==> config.mk <==
export PLATFORM = sky130hd
export DESIGN_NAME = battery_level_estimator_top
export DESIGN_NICKNAME = d
export VERILOG_FILES = /design/src/sv/ble_pkg.sv /design/src/sv/battery_level_estimator_top.sv /design/src/sv/ble_div.sv
export SDC_FILE = /design/constraint.sdc
export NUM_CORES = 1
export LEC_CHECK = 0
export ABC_AREA = 1
export ABC_CLOCK_PERIOD_IN_PS = 5600
export CORE_AREA = 2 2 230 232
export CTS_CLUSTER_SIZE = 24
export DETAILED_ROUTE_END_ITERATION = 7
export DIE_AREA = 0 0 232 234
export DONT_BUFFER_PORTS = 1
export GPL_TIMING_DRIVEN = 0
export PLACE_DENSITY = 0.78
export SETUP_SLACK_MARGIN = 0.4
export SYNTH_ARGS = -nofsm -noshare
export SYNTH_HDL_FRONTEND = slang
export SYNTH_SLANG_ARGS = --single-unit
==> constraint.sdc <==
create_clock -name clk -period 5.6 [get_ports clk]
set_input_delay 1.68 -clock clk [delete_from_list [all_inputs] [get_ports clk]]
set_output_delay 1.68 -clock clk [all_outputs]
set_load 0.02 [all_outputs]
==> src/sv/ble_pkg.sv <==
// Shared types, constants and the sequencer microprogram of the battery level estimator.
// No dependencies; every other file refers to it by scoped names.
package ble_pkg;

	localparam int SAMPLE_W     = 12;
	localparam int CFG_W        = 13;
	localparam int HOLD_W       = 4;
	localparam int LEVEL_W      = 7;
	localparam int MV_W         = 14;
	localparam int ADC_FS_LOG2  = 12;
	localparam int NUM_W        = 26;
	localparam int X_W          = 27;
	localparam int S_W          = 14;
	localparam int N_W          = 36;
	localparam int DVD_W        = 36;
	localparam int DVS_W        = 25;
	localparam int ITER_W       = 6;
	localparam int CFG_IDX_W    = 3;

	localparam logic [CFG_IDX_W-1:0] CFG_REF_MV          = 3'd0;
	localparam logic [CFG_IDX_W-1:0] CFG_FULL_MV         = 3'd1;
	localparam logic [CFG_IDX_W-1:0] CFG_EMPTY_MV        = 3'd2;
	localparam logic [CFG_IDX_W-1:0] CFG_KNEE_MV         = 3'd3;
	localparam logic [CFG_IDX_W-1:0] CFG_UPPER_ORIGIN_MV = 3'd4;
	localparam logic [CFG_IDX_W-1:0] CFG_LOWER_ORIGIN_MV = 3'd5;
	localparam logic [CFG_IDX_W-1:0] CFG_HOLD_STEP       = 3'd6;

	localparam logic [CFG_W-1:0]  REF_MV_RST          = 13'd3100;
	localparam logic [CFG_W-1:0]  FULL_MV_RST         = 13'd4200;
	localparam logic [CFG_W-1:0]  EMPTY_MV_RST        = 13'd3300;
	localparam logic [CFG_W-1:0]  KNEE_MV_RST         = 13'd3650;
	localparam logic [CFG_W-1:0]  UPPER_ORIGIN_MV_RST = 13'd3550;
	localparam logic [CFG_W-1:0]  LOWER_ORIGIN_MV_RST = 13'd3200;
	localparam logic [HOLD_W-1:0] HOLD_STEP_RST       = 4'd4;

	localparam logic [LEVEL_W-1:0] LEVEL_EMPTY = 7'd0;
	localparam logic [LEVEL_W-1:0] LEVEL_FULL  = 7'd100;

	typedef enum logic [3:0] {
		ST_IDLE,
		ST_AVG,
		ST_VOLT,
		ST_CLASS,
		ST_SPAN,
		ST_SCALE,
		ST_BASE,
		ST_LVL_LOAD,
		ST_LVL_WAIT,
		ST_CLAMP,
		ST_EMIT,
		ST_DONE
	} step_t;

	typedef enum logic [3:0] {
		OP_NOP,
		OP_ACCUM,
		OP_AVG,
		OP_MUL_NUM,
		OP_CLASSIFY,
		OP_SPAN,
		OP_MUL_X,
		OP_ADD_BASE,
		OP_DIV_LVL,
		OP_CLAMP,
		OP_EMIT
	} op_t;

	typedef enum logic [2:0] {
		C_NEXT,
		C_ALWAYS,
		C_NO_BATCH,
		C_DIV_BUSY,
		C_DIRECT,
		C_SPAN_ZERO,
		C_OUT_BUSY
	} cond_t;

	typedef struct packed {
		op_t   op;
		cond_t cond;
		step_t target;
	} ctrl_word_t;

	typedef struct packed {
		logic              load;
		logic [DVD_W-1:0]  dividend;
		logic [DVS_W-1:0]  divisor;
		logic [ITER_W-1:0] iters;
	} div_cmd_t;

	typedef struct packed {
		logic             busy;
		logic [DVD_W-1:0] quot;
	} div_stat_t;

	// Microprogram: a jump is taken when the condition holds, else fall through.
	function automatic ctrl_word_t seq_rom(input step_t step);
		ctrl_word_t cw;
		begin
			case (step)
				ST_IDLE:     cw = '{OP_ACCUM,    C_NO_BATCH,  ST_IDLE};
				ST_AVG:      cw = '{OP_AVG,      C_NEXT,      ST_IDLE};
				ST_VOLT:     cw = '{OP_MUL_NUM,  C_NEXT,      ST_IDLE};
				ST_CLASS:    cw = '{OP_CLASSIFY, C_DIRECT,    ST_EMIT};
				ST_SPAN:     cw = '{OP_SPAN,     C_NEXT,      ST_IDLE};
				ST_SCALE:    cw = '{OP_MUL_X,    C_SPAN_ZERO, ST_EMIT};
				ST_BASE:     cw = '{OP_ADD_BASE, C_NEXT,      ST_IDLE};
				ST_LVL_LOAD: cw = '{OP_DIV_LVL,  C_NEXT,      ST_IDLE};
				ST_LVL_WAIT: cw = '{OP_NOP,      C_DIV_BUSY,  ST_LVL_WAIT};
				ST_CLAMP:    cw = '{OP_CLAMP,    C_NEXT,      ST_IDLE};
				ST_EMIT:     cw = '{OP_EMIT,     C_OUT_BUSY,  ST_EMIT};
				ST_DONE:     cw = '{OP_NOP,      C_ALWAYS,    ST_IDLE};
				default:     cw = '{OP_NOP,      C_ALWAYS,    ST_IDLE};
			endcase
			return cw;
		end
	endfunction

endpackage

==> src/sv/battery_level_estimator_top.sv <==
// Battery level estimator top level: microcoded sequencer and its datapath.
// Depends on ble_pkg (types, constants, microprogram) and ble_div (percent divider).
//
// Each sample is a one-cycle transaction; samples are summed until NUM_SAMPLES have
// arrived. The last sample of a batch starts the microprogram and closes the sample
// channel until the sequencer is back in its idle step. Above the full or below the empty
// limit the result is emitted directly after classification; a zero segment span skips
// the divider; the linear segments wait for it. The new result also waits in the emit step
// until the previous one is taken. The batch average is a reciprocal multiply; the linear
// segments are set by the restoring divider, which computes the 36-bit percent quotient.
// A waiting result does not block further samples of the next batch; only the next
// batch end waits for it to be taken. Configuration writes take effect at once and
// belong between batches.
module battery_level_estimator_top #(
	parameter int NUM_SAMPLES = 20
) (
	input  logic                              clk,
	input  logic                              arst_n,
	input  logic                              sample_valid,
	output logic                              sample_ready,
	input  logic [ble_pkg::SAMPLE_W-1:0]      sample,
	output logic                              result_valid,
	input  logic                              result_ready,
	output logic [ble_pkg::LEVEL_W-1:0]       level_percent,
	output logic [ble_pkg::MV_W-1:0]          millivolts,
	output logic                              held,
	input  logic                              cfg_valid,
	output logic                              cfg_ready,
	input  logic [ble_pkg::CFG_IDX_W-1:0]     cfg_index,
	input  logic [ble_pkg::CFG_W-1:0]         cfg_data
);

	localparam int CNT_W     = $clog2(NUM_SAMPLES + 1);
	localparam int SUM_W     = ble_pkg::SAMPLE_W + CNT_W;
	// reciprocal of the batch size, exact for every sum below 2**SUM_W
	localparam int AVG_SHIFT = SUM_W + $clog2(NUM_SAMPLES);
	localparam int RECIP_W   = AVG_SHIFT + 1;
	localparam int PROD_W    = SUM_W + RECIP_W;
	localparam logic [RECIP_W-1:0] AVG_RECIP = RECIP_W'(((longint'(1) <<< AVG_SHIFT)
		+ longint'(NUM_SAMPLES) - 1) / longint'(NUM_SAMPLES));

	// configuration
	logic [ble_pkg::CFG_W-1:0]  ref_q, full_q, empty_q, knee_q, upper_q, lower_q;
	logic [ble_pkg::HOLD_W-1:0] hold_q;

	// sequencer
	ble_pkg::step_t      pc_q, pc_d;
	ble_pkg::ctrl_word_t cw;
	logic                jump;

	// datapath
	logic [SUM_W-1:0]                 sum_q;
	logic [CNT_W-1:0]                 cnt_q;
	logic [ble_pkg::LEVEL_W-1:0]      prev_q;
	logic [ble_pkg::SAMPLE_W-1:0]     avg_q;
	logic [ble_pkg::NUM_W-1:0]        num_q;
	logic signed [ble_pkg::X_W-1:0]   x_q;
	logic signed [ble_pkg::S_W-1:0]   s_q;
	logic signed [ble_pkg::N_W-1:0]   n_q;
	logic                             neg_q;
	logic                             seg_up_q;
	logic [ble_pkg::LEVEL_W-1:0]      level_q;
	logic                             result_valid_q;
	logic [ble_pkg::LEVEL_W-1:0]      level_percent_q;
	logic [ble_pkg::MV_W-1:0]         millivolts_q;
	logic                             held_q;

	logic                             sample_accept;
	logic                             batch_last;
	logic                             out_busy;
	logic                             emit_fire;
	logic                             gt_full, lt_empty, gt_knee, span_zero;
	logic [ble_pkg::CFG_W-1:0]        origin, top;
	logic signed [ble_pkg::N_W-1:0]   x_ext, s_ext, scaled, base_term;
	logic [ble_pkg::DVD_W-1:0]        n_abs;
	logic [ble_pkg::CFG_W-1:0]        s_abs;
	logic [PROD_W-1:0]                avg_prod;
	logic [ble_pkg::LEVEL_W-1:0]      rise;
	logic                             hold_hit;
	logic [ble_pkg::LEVEL_W-1:0]      level_final;
	logic [ble_pkg::DVD_W-1:0]        quot;

	ble_pkg::div_cmd_t  div_cmd;
	ble_pkg::div_stat_t div_stat;

	ble_div u_div (
		.clk    (clk),
		.arst_n (arst_n),
		.cmd    (div_cmd),
		.stat   (div_stat)
	);

	assign sample_ready  = (pc_q == ble_pkg::ST_IDLE);
	assign sample_accept = sample_valid && sample_ready;
	assign batch_last    = (cnt_q == CNT_W'(NUM_SAMPLES - 1));
	assign out_busy      = result_valid_q && !result_ready;
	assign cfg_ready     = 1'b1;

	// control word decode
	always_comb begin
		cw = ble_pkg::seq_rom(pc_q);
	end

	// next step
	always_comb begin
		case (cw.cond)
			ble_pkg::C_NEXT:      jump = 1'b0;
			ble_pkg::C_ALWAYS:    jump = 1'b1;
			ble_pkg::C_NO_BATCH:  jump = !(sample_accept && batch_last);
			ble_pkg::C_DIV_BUSY:  jump = div_stat.busy;
			ble_pkg::C_DIRECT:    jump = gt_full || lt_empty;
			ble_pkg::C_SPAN_ZERO: jump = span_zero;
			ble_pkg::C_OUT_BUSY:  jump = out_busy;
			default:              jump = 1'b0;
		endcase
		pc_d = jump ? cw.target : ble_pkg::step_t'(pc_q + 4'd1);
	end

	assign emit_fire = (cw.op == ble_pkg::OP_EMIT) && !out_busy;

	// thresholds compared exactly against avg*2*ref, i.e. millivolts times full scale
	always_comb begin
		gt_full   = num_q > ble_pkg::NUM_W'({full_q, {ble_pkg::ADC_FS_LOG2{1'b0}}});
		lt_empty  = num_q < ble_pkg::NUM_W'({empty_q, {ble_pkg::ADC_FS_LOG2{1'b0}}});
		gt_knee   = num_q > ble_pkg::NUM_W'({knee_q, {ble_pkg::ADC_FS_LOG2{1'b0}}});
		span_zero = (s_q == '0);
		origin    = seg_up_q ? upper_q : lower_q;
		top       = seg_up_q ? full_q : knee_q;
		x_ext     = {{(ble_pkg::N_W - ble_pkg::X_W){x_q[ble_pkg::X_W-1]}}, x_q};
		s_ext     = {{(ble_pkg::N_W - ble_pkg::S_W){s_q[ble_pkg::S_W-1]}}, s_q};
		// spread of 80 on the upper segment, 20 on the lower
		scaled    = seg_up_q ? (x_ext <<< 6) + (x_ext <<< 4) : (x_ext <<< 4) + (x_ext <<< 2);
		// 20 percent base times span times full scale
		base_term = (s_ext <<< (ble_pkg::ADC_FS_LOG2 + 4)) + (s_ext <<< (ble_pkg::ADC_FS_LOG2 + 2));
		n_abs     = n_q[ble_pkg::N_W-1] ? ble_pkg::DVD_W'(-n_q) : ble_pkg::DVD_W'(n_q);
		s_abs     = s_q[ble_pkg::S_W-1] ? ble_pkg::CFG_W'(-s_q) : ble_pkg::CFG_W'(s_q);
		avg_prod  = PROD_W'(sum_q) * PROD_W'(AVG_RECIP);
		quot      = div_stat.quot;
	end

	// hold back a small rise over a nonzero previous level
	always_comb begin
		rise        = level_q - prev_q;
		hold_hit    = (level_q > prev_q) && (rise < ble_pkg::LEVEL_W'(hold_q)) && (prev_q != '0);
		level_final = hold_hit ? prev_q : level_q;
	end

	always_comb begin
		div_cmd = '0;
		case (cw.op)
			ble_pkg::OP_DIV_LVL: begin
				div_cmd.load     = 1'b1;
				div_cmd.dividend = n_abs;
				div_cmd.divisor  = {s_abs, {ble_pkg::ADC_FS_LOG2{1'b0}}};
				div_cmd.iters    = ble_pkg::ITER_W'(ble_pkg::DVD_W);
			end
			default: begin
			end
		endcase
	end

	always_ff @(posedge clk or negedge arst_n) begin
		if (!arst_n) begin
			pc_q           <= ble_pkg::ST_IDLE;
			ref_q          <= ble_pkg::REF_MV_RST;
			full_q         <= ble_pkg::FULL_MV_RST;
			empty_q        <= ble_pkg::EMPTY_MV_RST;
			knee_q         <= ble_pkg::KNEE_MV_RST;
			upper_q        <= ble_pkg::UPPER_ORIGIN_MV_RST;
			lower_q        <= ble_pkg::LOWER_ORIGIN_MV_RST;
			hold_q         <= ble_pkg::HOLD_STEP_RST;
			sum_q          <= '0;
			cnt_q          <= '0;
			prev_q         <= '0;
			result_valid_q <= 1'b0;
		end else begin
			pc_q <= pc_d;
			if (cfg_valid) begin
				case (cfg_index)
					ble_pkg::CFG_REF_MV:          ref_q   <= cfg_data;
					ble_pkg::CFG_FULL_MV:         full_q  <= cfg_data;
					ble_pkg::CFG_EMPTY_MV:        empty_q <= cfg_data;
					ble_pkg::CFG_KNEE_MV:         knee_q  <= cfg_data;
					ble_pkg::CFG_UPPER_ORIGIN_MV: upper_q <= cfg_data;
					ble_pkg::CFG_LOWER_ORIGIN_MV: lower_q <= cfg_data;
					ble_pkg::CFG_HOLD_STEP:       hold_q  <= cfg_data[ble_pkg::HOLD_W-1:0];
					default: begin
					end
				endcase
			end
			if (emit_fire) begin
				result_valid_q <= 1'b1;
				prev_q         <= level_final;
			end else if (result_valid_q && result_ready) begin
				result_valid_q <= 1'b0;
			end
			case (cw.op)
				ble_pkg::OP_ACCUM: begin
					if (sample_accept) begin
						sum_q <= sum_q + SUM_W'(sample);
						cnt_q <= cnt_q + 1'b1;
					end
				end
				ble_pkg::OP_AVG: begin
					sum_q <= '0;
					cnt_q <= '0;
				end
				default: begin
				end
			endcase
		end
	end

	always_ff @(posedge clk) begin
		case (cw.op)
			ble_pkg::OP_AVG: begin
				avg_q <= avg_prod[AVG_SHIFT +: ble_pkg::SAMPLE_W];
			end
			ble_pkg::OP_MUL_NUM: begin
				num_q <= ble_pkg::NUM_W'({avg_q, 1'b0}) * ble_pkg::NUM_W'(ref_q);
			end
			ble_pkg::OP_CLASSIFY: begin
				level_q  <= gt_full ? ble_pkg::LEVEL_FULL : ble_pkg::LEVEL_EMPTY;
				seg_up_q <= gt_knee;
			end
			ble_pkg::OP_SPAN: begin
				x_q <= $signed({1'b0, num_q}) - $signed({2'b0, origin, {ble_pkg::ADC_FS_LOG2{1'b0}}});
				s_q <= $signed({1'b0, top}) - $signed({1'b0, origin});
			end
			ble_pkg::OP_MUL_X: begin
				n_q     <= scaled;
				// zero span: upper segment reads full, lower reads empty
				level_q <= seg_up_q ? ble_pkg::LEVEL_FULL : ble_pkg::LEVEL_EMPTY;
			end
			ble_pkg::OP_ADD_BASE: begin
				if (seg_up_q) begin
					n_q <= n_q + base_term;
				end
			end
			ble_pkg::OP_DIV_LVL: begin
				neg_q <= n_q[ble_pkg::N_W-1] ^ s_q[ble_pkg::S_W-1];
			end
			ble_pkg::OP_CLAMP: begin
				if (neg_q) begin
					level_q <= ble_pkg::LEVEL_EMPTY;
				end else if (quot > ble_pkg::DVD_W'(ble_pkg::LEVEL_FULL)) begin
					level_q <= ble_pkg::LEVEL_FULL;
				end else begin
					level_q <= quot[ble_pkg::LEVEL_W-1:0];
				end
			end
			ble_pkg::OP_EMIT: begin
				if (!out_busy) begin
					level_percent_q <= level_final;
					millivolts_q    <= num_q[ble_pkg::NUM_W-1:ble_pkg::ADC_FS_LOG2];
					held_q          <= hold_hit;
				end
			end
			default: begin
			end
		endcase
	end

	assign result_valid  = result_valid_q;
	assign level_percent = level_percent_q;
	assign millivolts    = millivolts_q;
	assign held          = held_q;

`ifndef ASSERT_OFF
	a_level_range: assert property (@(posedge clk) disable iff (!arst_n)
		result_valid |-> level_percent <= ble_pkg::LEVEL_FULL)
		else $error("level above full scale");

	a_held_nonzero: assert property (@(posedge clk) disable iff (!arst_n)
		result_valid && held |-> level_percent != '0)
		else $error("held at a zero level");

	a_emit_valid: assert property (@(posedge clk) disable iff (!arst_n)
		emit_fire |=> result_valid)
		else $error("emitted transaction not presented");

	a_idle_div: assert property (@(posedge clk) disable iff (!arst_n)
		pc_q == ble_pkg::ST_IDLE |-> !div_stat.busy)
		else $error("divider running while idle");

	a_count: assert property (@(posedge clk) disable iff (!arst_n)
		cnt_q <= CNT_W'(NUM_SAMPLES))
		else $error("sample count past batch size");
`endif

endmodule

==> src/sv/ble_div.sv <==
// Restoring divider, one quotient bit per cycle, used for the percent quotient.
// Depends on ble_pkg for the command and status structs.
module ble_div (
	input  logic                clk,
	input  logic                arst_n,
	input  ble_pkg::div_cmd_t   cmd,
	output ble_pkg::div_stat_t  stat
);

	logic [ble_pkg::DVD_W-1:0]  dvd_q;
	logic [ble_pkg::DVS_W-1:0]  rem_q;
	logic [ble_pkg::DVS_W-1:0]  dvs_q;
	logic [ble_pkg::ITER_W-1:0] iter_q;

	logic [ble_pkg::DVS_W:0]    trial;
	logic [ble_pkg::DVS_W:0]    diff;
	logic                       fits;
	logic [ble_pkg::DVS_W-1:0]  rem_nx;

	always_comb begin
		trial  = {rem_q, dvd_q[ble_pkg::DVD_W-1]};
		diff   = trial - {1'b0, dvs_q};
		fits   = trial >= {1'b0, dvs_q};
		rem_nx = fits ? diff[ble_pkg::DVS_W-1:0] : trial[ble_pkg::DVS_W-1:0];
	end

	always_ff @(posedge clk or negedge arst_n) begin
		if (!arst_n) begin
			iter_q <= '0;
		end else if (cmd.load) begin
			iter_q <= cmd.iters;
		end else if (iter_q != '0) begin
			iter_q <= iter_q - 1'b1;
		end
	end

	// Quotient bits shift in at the bottom as dividend bits leave at the top.
	always_ff @(posedge clk) begin
		if (cmd.load) begin
			dvd_q <= cmd.dividend;
			dvs_q <= cmd.divisor;
			rem_q <= '0;
		end else if (iter_q != '0) begin
			dvd_q <= {dvd_q[ble_pkg::DVD_W-2:0], fits};
			rem_q <= rem_nx;
		end
	end

	assign stat.busy = (iter_q != '0);
	assign stat.quot = dvd_q;

endmodule

==> results of run 1 <==
cells in the mapped netlist (37+ instances only):
library cell | n | area [µm²]
clkbuf_1 | 43 | 161.4
inv_1 | 779 | 2924
fa_1 | 217 | 4344
xnor2_1 | 37 | 324.1
edfxtp_1 | 190 | 5705
nor2_1 | 264 | 991.0
dfrtp_1 | 89 | 2227
nand3_1 | 222 | 1111
nand4_1 | 62 | 387.9
ha_1 | 354 | 4429
o21ai_0 | 215 | 1076
a21oi_1 | 182 | 910.9
xor2_1 | 67 | 586.8
nand2_1 | 1015 | 3810
cell families after synthesis:
| group | after synthesis |
|---|---|
| compound gates | 520 |
| xor+xnor | 104 |
| simple gates | 1661 |
| buf+inv | 865 |
| mux | 12 |
| flops | 337 |
| fa+ha+maj | 571 |
| other cells | 1 |
routing by layer:
| metal | track usage [%] | routed length (µm) | vias up | part of all wire, % |
|---|---|---|---|---|
| met3 | 4.353 | 5520 | 226 | 6.4 |
| li1 | - | - | 13222 | - |
| met4 | 12.94 | 3678 | 0 | 4.2 |
| met2 | 55.73 | 42300 | 986 | 49 |
| met5 | 0 | 0 | - | 0 |
| met1 | 40.83 | 35340 | 13064 | 41 |
final cells by class:
| class | instances | area (µm²) |
|---|---|---|
| clock inverters | 26 | 402.9 |
| plain buffers | 69 | 441.7 |
| diodes | 1 | 2.502 |
| inverters | 796 | 2994 |
| clock buffers | 50 | 1132 |
| flip-flops and latches | 337 | 9320 |
| repair buffers | 46 | 372.9 |
| fillers | 4269 | 16480 |
| multi-input cells | 2869 | 20020 |
| well taps | 688 | 860.8 |
worst max-delay path, stage by stage (launching register included):
cell and delay (ns):
dfrtp_2 0.46, ha_1 0.34, inv_2 0.08, fa_1 0.55, inv_1 0.05, fa_1 0.47
fa_1 0.55, inv_1 0.05, fa_1 0.46, fa_1 0.58, inv_2 0.06, ha_4 0.30
nand2_2 0.07, o21ai_0 0.31, nand3_1 0.12, nand3_1 0.13, a21oi_1 0.09, nand3_1 0.09
nand2_1 0.06
stage by stage:
step | worst slack, ns | utilization, % | TNS [ns]
5_1_grt | 0.3563 | 68.33 | 0
3_3_place_gp | -0.1197 | 63.56 | -0.1683
3_5_place_dp | -0.1533 | 63.68 | -0.2646
4_1_cts | 0.3897 | 67.16 | 0
2_1_floorplan | 0.5988 | - | 0
6_report | 0.5303 | 68.33 | 0
registers in the layout, summed over array words and instances (netlist names), 12 cells and up:
signal and count:
u_div.dvd_q 36, n_q 33, x_q 26, num_q 25, u_div.rem_q 25, sum_q 17, millivolts 14, s_q 14
empty_q 13, full_q 13, knee_q 13, lower_q 13, ref_q 13, u_div.dvs_q 13, upper_q 13, avg_q 12
timing repair:
action | in CTS | in global routing
gates cloned | 0 | 0
buffers inserted | 12 | 31
gates resized for setup | 66 | 112
pin swaps | 2 | 26
endpoints found under the setup margin | 24 | 25
worst paths after layout:
kind,from,to,slack (ns),cells past startpoint
max,sum_q[7],avg_q[10],0.53,18
min,num_q[5],x_q[5],0.45,0
max reg2reg,sum_q[7],avg_q[10],0.53,18
min reg2reg,num_q[5],x_q[5],0.45,0
max in group asynchronous,arst_n,hold_q[2],4.49,0
min in group asynchronous,arst_n,sum_q[10],0.78,0
==> impl_metrics.csv, run 1 <==
group,metric,value,unit
min_path,hold_class,"flop to flop",
cells_and_area,final_cell_mix,"nand2_1, inv_1, ha_1",
global_routing,grt_use_total,32.17,%
placed_design,hpwl,66.92,mm
clock_tree,cts_max_level,2,
clock_tree,cts.sinks,337,
setup_path,required,5.95,ns
cells_and_area,drive_gt1_share,7.942,%
setup_path,crit_type,"flop to flop",
placed_design,place_area,33130,µm²
floorplan,die_w,232,µm
clock_tree,clockRootBuffer,"clkbuf_16",
clock_tree,cts_tree,"yes",
global_routing,grt_overflow,0,
sta,hold_viol_final,0,
logic_synthesis,ys.warnings.count,0,
logic_synthesis,syn_nets,4675,
global_routing,grt_start_max_net_pins,123,
logic_synthesis,yosysUniqueCellTypes,55,
clock_tree,cts_buffer_depth,3,
sta,rsz0062_at_grt,"true",
placed_design,dp.cells,4762,
sta,slew_violations,0,
setup_path,path_max_fanout,4,
routing,routed-via-count,27498,
floorplan,start_util,61.90,%
floorplan,rows,84,
routing,route.detailed.wl_per_inst,17.79,µm
clock_tree,clk_pin_slew,0.06,ns
logic_synthesis,synth_fa_ha_area_share,27.24,%
routing,ant_nets,0,
logic_synthesis,ys_seq_elements,337,
clock_tree,cts_hold_buf,0,
cells_and_area,design_area,35550,µm²
status,status,"finished clean",
floorplan,die_area,54290,µm²
cells_and_area,final_common_cell,"nand2_1",
setup_path,startpoint_type,"flop",
routing,post_drt_via_cell_ratio,5.633,
global_routing,antenna_found_initial,0,
cells_and_area,area_delta_synth_final,10.39,%
flow_run,maxCapViolCount,0,
floorplan,die_h,234,µm
setup_path,endpoint_kind,"flop",
sta,timing.final.crit_share,90.53,%
sta,fin_hold_ws,0.4500,ns
sta,max-slew-margin-rel,52.60,%
cells_and_area,fin_nets,4764,
routing,firstDrtPassIters,5,
logic_synthesis,yosys.area_share.simple,21.54,%
sta,worst_pin_slew,0.7109,ns
placed_design,globalplace.congestion,0.9931,
routing,first_iter_violations,2238,
clock_tree,clock_latency,0.60,ns
logic_synthesis,yosysSeqAreaShare,28.88,%
logic_synthesis,muxShareOfSynthArea,0.3730,%
floorplan,pin_count,58,
logic_synthesis,synth-compound-area-share,8.777,%
clock_tree,cts_buffers,41,
logic_synthesis,synth-edff-count,190,
global_routing,grt_pass1_wl,137.5,mm
logic_synthesis,synth_top_family_by_area,"adder cells",
sta,skew,0.03351,ns
setup_path,worst_ep_arrival_time,5.42,ns
cells_and_area,final_cells,4882,
logic_synthesis,synth_area,32200,µm²
logic_synthesis,synth_top_flop_cell,"edfxtp_1",
global_routing,grt_pass1_vias,26964,
floorplan,core,52020,µm²
sta,timing.fmax,0.1972,GHz
placed_design,port_buffers,0,
sta,fin_crit,5.070,ns
logic_synthesis,synthXorXnorAreaFrac,2.828,%
logic_synthesis,synthArstFlopShare,36.20,%
logic_synthesis,syn_area_per_cell,7.911,µm²
routing,drc,0,
sta,setup_viol,0,
routing,drt_wl_total,86.84,mm
logic_synthesis,synthCells,4071,
Power of run 1 is left out: the tool's default activity adds up to more than one toggle a clock period on the data nets, which glitch-free logic cannot reach.
==> run 2, diff against run 1 <==
--- a/config.mk
+++ b/config.mk
@@ -8,12 +8,14 @@
 export ABC_AREA = 1
 export ABC_CLOCK_PERIOD_IN_PS = 5600
 export CORE_AREA = 2 2 230 232
+export CTS_CLUSTER_DIAMETER = 40
 export CTS_CLUSTER_SIZE = 24
 export DETAILED_ROUTE_END_ITERATION = 7
 export DIE_AREA = 0 0 232 234
 export DONT_BUFFER_PORTS = 1
 export GPL_TIMING_DRIVEN = 0
 export PLACE_DENSITY = 0.78
+export REMOVE_ABC_BUFFERS = 1
 export SETUP_SLACK_MARGIN = 0.4
 export SYNTH_ARGS = -nofsm -noshare
 export SYNTH_HDL_FRONTEND = slang
==> run 2 against run 1 <==
Effect of this change: sequential cell count is the same; setup slack gained 0.034 ns; via count shrank 1.5%; wire length shrank 5.2%; register-to-register slack gained 0.03 ns; final area grew 0.60%; count of clock-buffer cells in the layout grew 26; critical endpoint is now avg_q[7]; largest cell class unchanged.
==> impl_metrics.csv, run 2 (synthesized netlist as in run 1, its figures left out) <==
group,metric,value,unit
sta,hold_viol_final,0,
routing,ant_nets,0,
global_routing,grt_start_max_net_pins,123,
cells_and_area,drive_gt1_share,7.871,%
flow_run,maxCapViolCount,0,
sta,slew_violations,0,
clock_tree,cts_buffers,57,
floorplan,pin_count,58,
floorplan,die_h,234,µm
cells_and_area,final_common_cell,"nand2_1",
routing,first_iter_violations,2151,
routing,drt_wl_total,82.28,mm
routing,post_drt_via_cell_ratio,5.564,
routing,firstDrtPassIters,6,
clock_tree,clockRootBuffer,"clkbuf_16",
sta,timing.fmax,0.1986,GHz
cells_and_area,top_register,"u_div.dvd_q",
sta,timing.final.crit_share,89.93,%
clock_tree,cts_max_level,2,
cells_and_area,post-route-util,68.74,%
floorplan,core,52020,µm²
setup_path,crit_path_start,"sum_q[3]",
global_routing,grt_pass1_vias,26086,
sta,setup_viol,0,
floorplan,die_area,54290,µm²
clock_tree,cts_buffer_depth,3,
clock_tree,clock_latency,0.61,ns
sta,skew,0.02415,ns
floorplan,rows,84,
clock_tree,cts.sinks,337,
setup_path,worstReg2RegEnd,"avg_q[7]",
cells_and_area,area_delta_synth_final,11.05,%
placed_design,globalplace.congestion,0.9730,
floorplan,die_w,232,µm
setup_path,path_max_fanout,4,
setup_path,r2r-start,"sum_q[3]",
global_routing,grt_use_total,30.63,%
routing,drc,0,
cells_and_area,largest_reg_flops,36,
clock_tree,clk_pin_slew,0.06,ns
sta,max-slew-margin-rel,29.10,%
setup_path,cp-endpoint,"avg_q[7]",
status,status,"finished clean",
setup_path,ff2ff_setup_slack,0.56,ns
cells_and_area,fin_nets,4735,
sta,rsz0062_at_grt,"true",
sta,worst_pin_slew,1.060,ns
floorplan,start_util,61.90,%
setup_path,worst_ep_arrival_time,5.41,ns
min_path,hold_class,"flop to flop",
setup_path,endpoint_kind,"flop",
placed_design,hpwl,63.28,mm
cells_and_area,final_cell_mix,"nand2_1, inv_1, ha_1",
sta,fin_crit,5.036,ns
global_routing,grt_overflow,0,
cells_and_area,antenna_cells,0,
sta,tns,0,ns
global_routing,antenna_found_initial,0,
setup_path,r2r_cells,18,
global_routing,grt_pass1_wl,132.0,mm
setup_path,required,5.97,ns
routing,route.detailed.wl_per_inst,16.90,µm
clock_tree,cts_tree,"yes",
placed_design,port_buffers,0,
cells_and_area,reg_top3,"u_div.dvd_q x36, n_q x33, x_q x26",
setup_path,crit_type,"flop to flop",
routing,routed-via-count,27086,
cells_and_area,fillers,4163,
clock_tree,cts_hold_buf,0,
setup_path,startpoint_type,"flop",
## run 2: cell types whose count changed in the layout (fill, tap and decap cells not counted), sizes merged
| cell | delta |
|---|---|
| clkinv | +5 |
| bufinv | -7 |
| clkinvlp | -4 |
| clkbuf | -5 |
| diode | -1 |
| buf | -14 |
| inv | +12 |
## run 2: repair_timing
action	in CTS	in global routing
setup buffers	20	45
pin swaps	0	18
resized for setup	32	64
setup endpoints to repair	12	24
endpoints found under the hold margin	0	0
## run 2: layout make-up
class,count,area [µm²],share of cell area (%)
Timing Repair Buffer,70,618.1,1.728
Clock buffer,76,1697,4.744
Inverter,796,2994,8.372
Sequential cell,337,9353,26.15
Clock inverter,32,320.3,0.8956
Multi-Input combinational cell,2869,19920,55.70
Tap cell,688,860.8,2.407
## run 2: worst min path at each step
stage | startpoint | end | slack, ns | cells after the start
2_1_floorplan | num_q[12] | millivolts[0] | 0.43 | 0
6_report | num_q[6] | x_q[6] | 0.45 | 0
3_5_place_dp | num_q[1] | x_q[1] | 0.43 | 0
3_3_place_gp | num_q[1] | x_q[1] | 0.43 | 0
5_1_grt | num_q[6] | x_q[6] | 0.48 | 0
4_1_cts | num_q[6] | x_q[6] | 0.45 | 0
## run 2: worst max-delay path, cell delays in order, from the launching register on
cell	delay [ns]
dfrtp_2	0.47
ha_2	0.36
inv_1	0.06
fa_1	0.50
inv_1	0.07
fa_1	0.47
fa_1	0.55
inv_1	0.05
fa_1	0.46
fa_1	0.55
inv_1	0.07
ha_4	0.28
nand2_1	0.10
nor2_1	0.15
inv_1	0.10
nor4_2	0.21
o21ai_1	0.18
nand3_1	0.11
nand2_1	0.05
## run 2: per-stage QoR
stage | instances | setup slack [ns] | instance area, µm² | hold WS, ns
2_1_floorplan | 4002 | 0.6461 | 31870 | 0.4264
3_3_place_gp | 4690 | 0.09261 | 32730 | 0.4311
3_5_place_dp | 4695 | 0.1696 | 32830 | 0.4345
4_1_cts | 4823 | 0.3874 | 35100 | 0.4518
5_1_grt | 4868 | 0.3113 | 35760 | 0.4754
6_report | 4868 | 0.5640 | 35760 | 0.4490
## run 2: per-layer routing
metal / routed length, µm / vias to the layer above / GRT usage, %
li1: - / 13186 / -
met1: 34620 / 12814 / 40.35
met2: 39880 / 926 / 52.57
met3: 5576 / 160 / 4.487
met4: 2203 / 0 / 9.034
met5: 0 / - / 0
Power of run 2 is left out for the same reason.
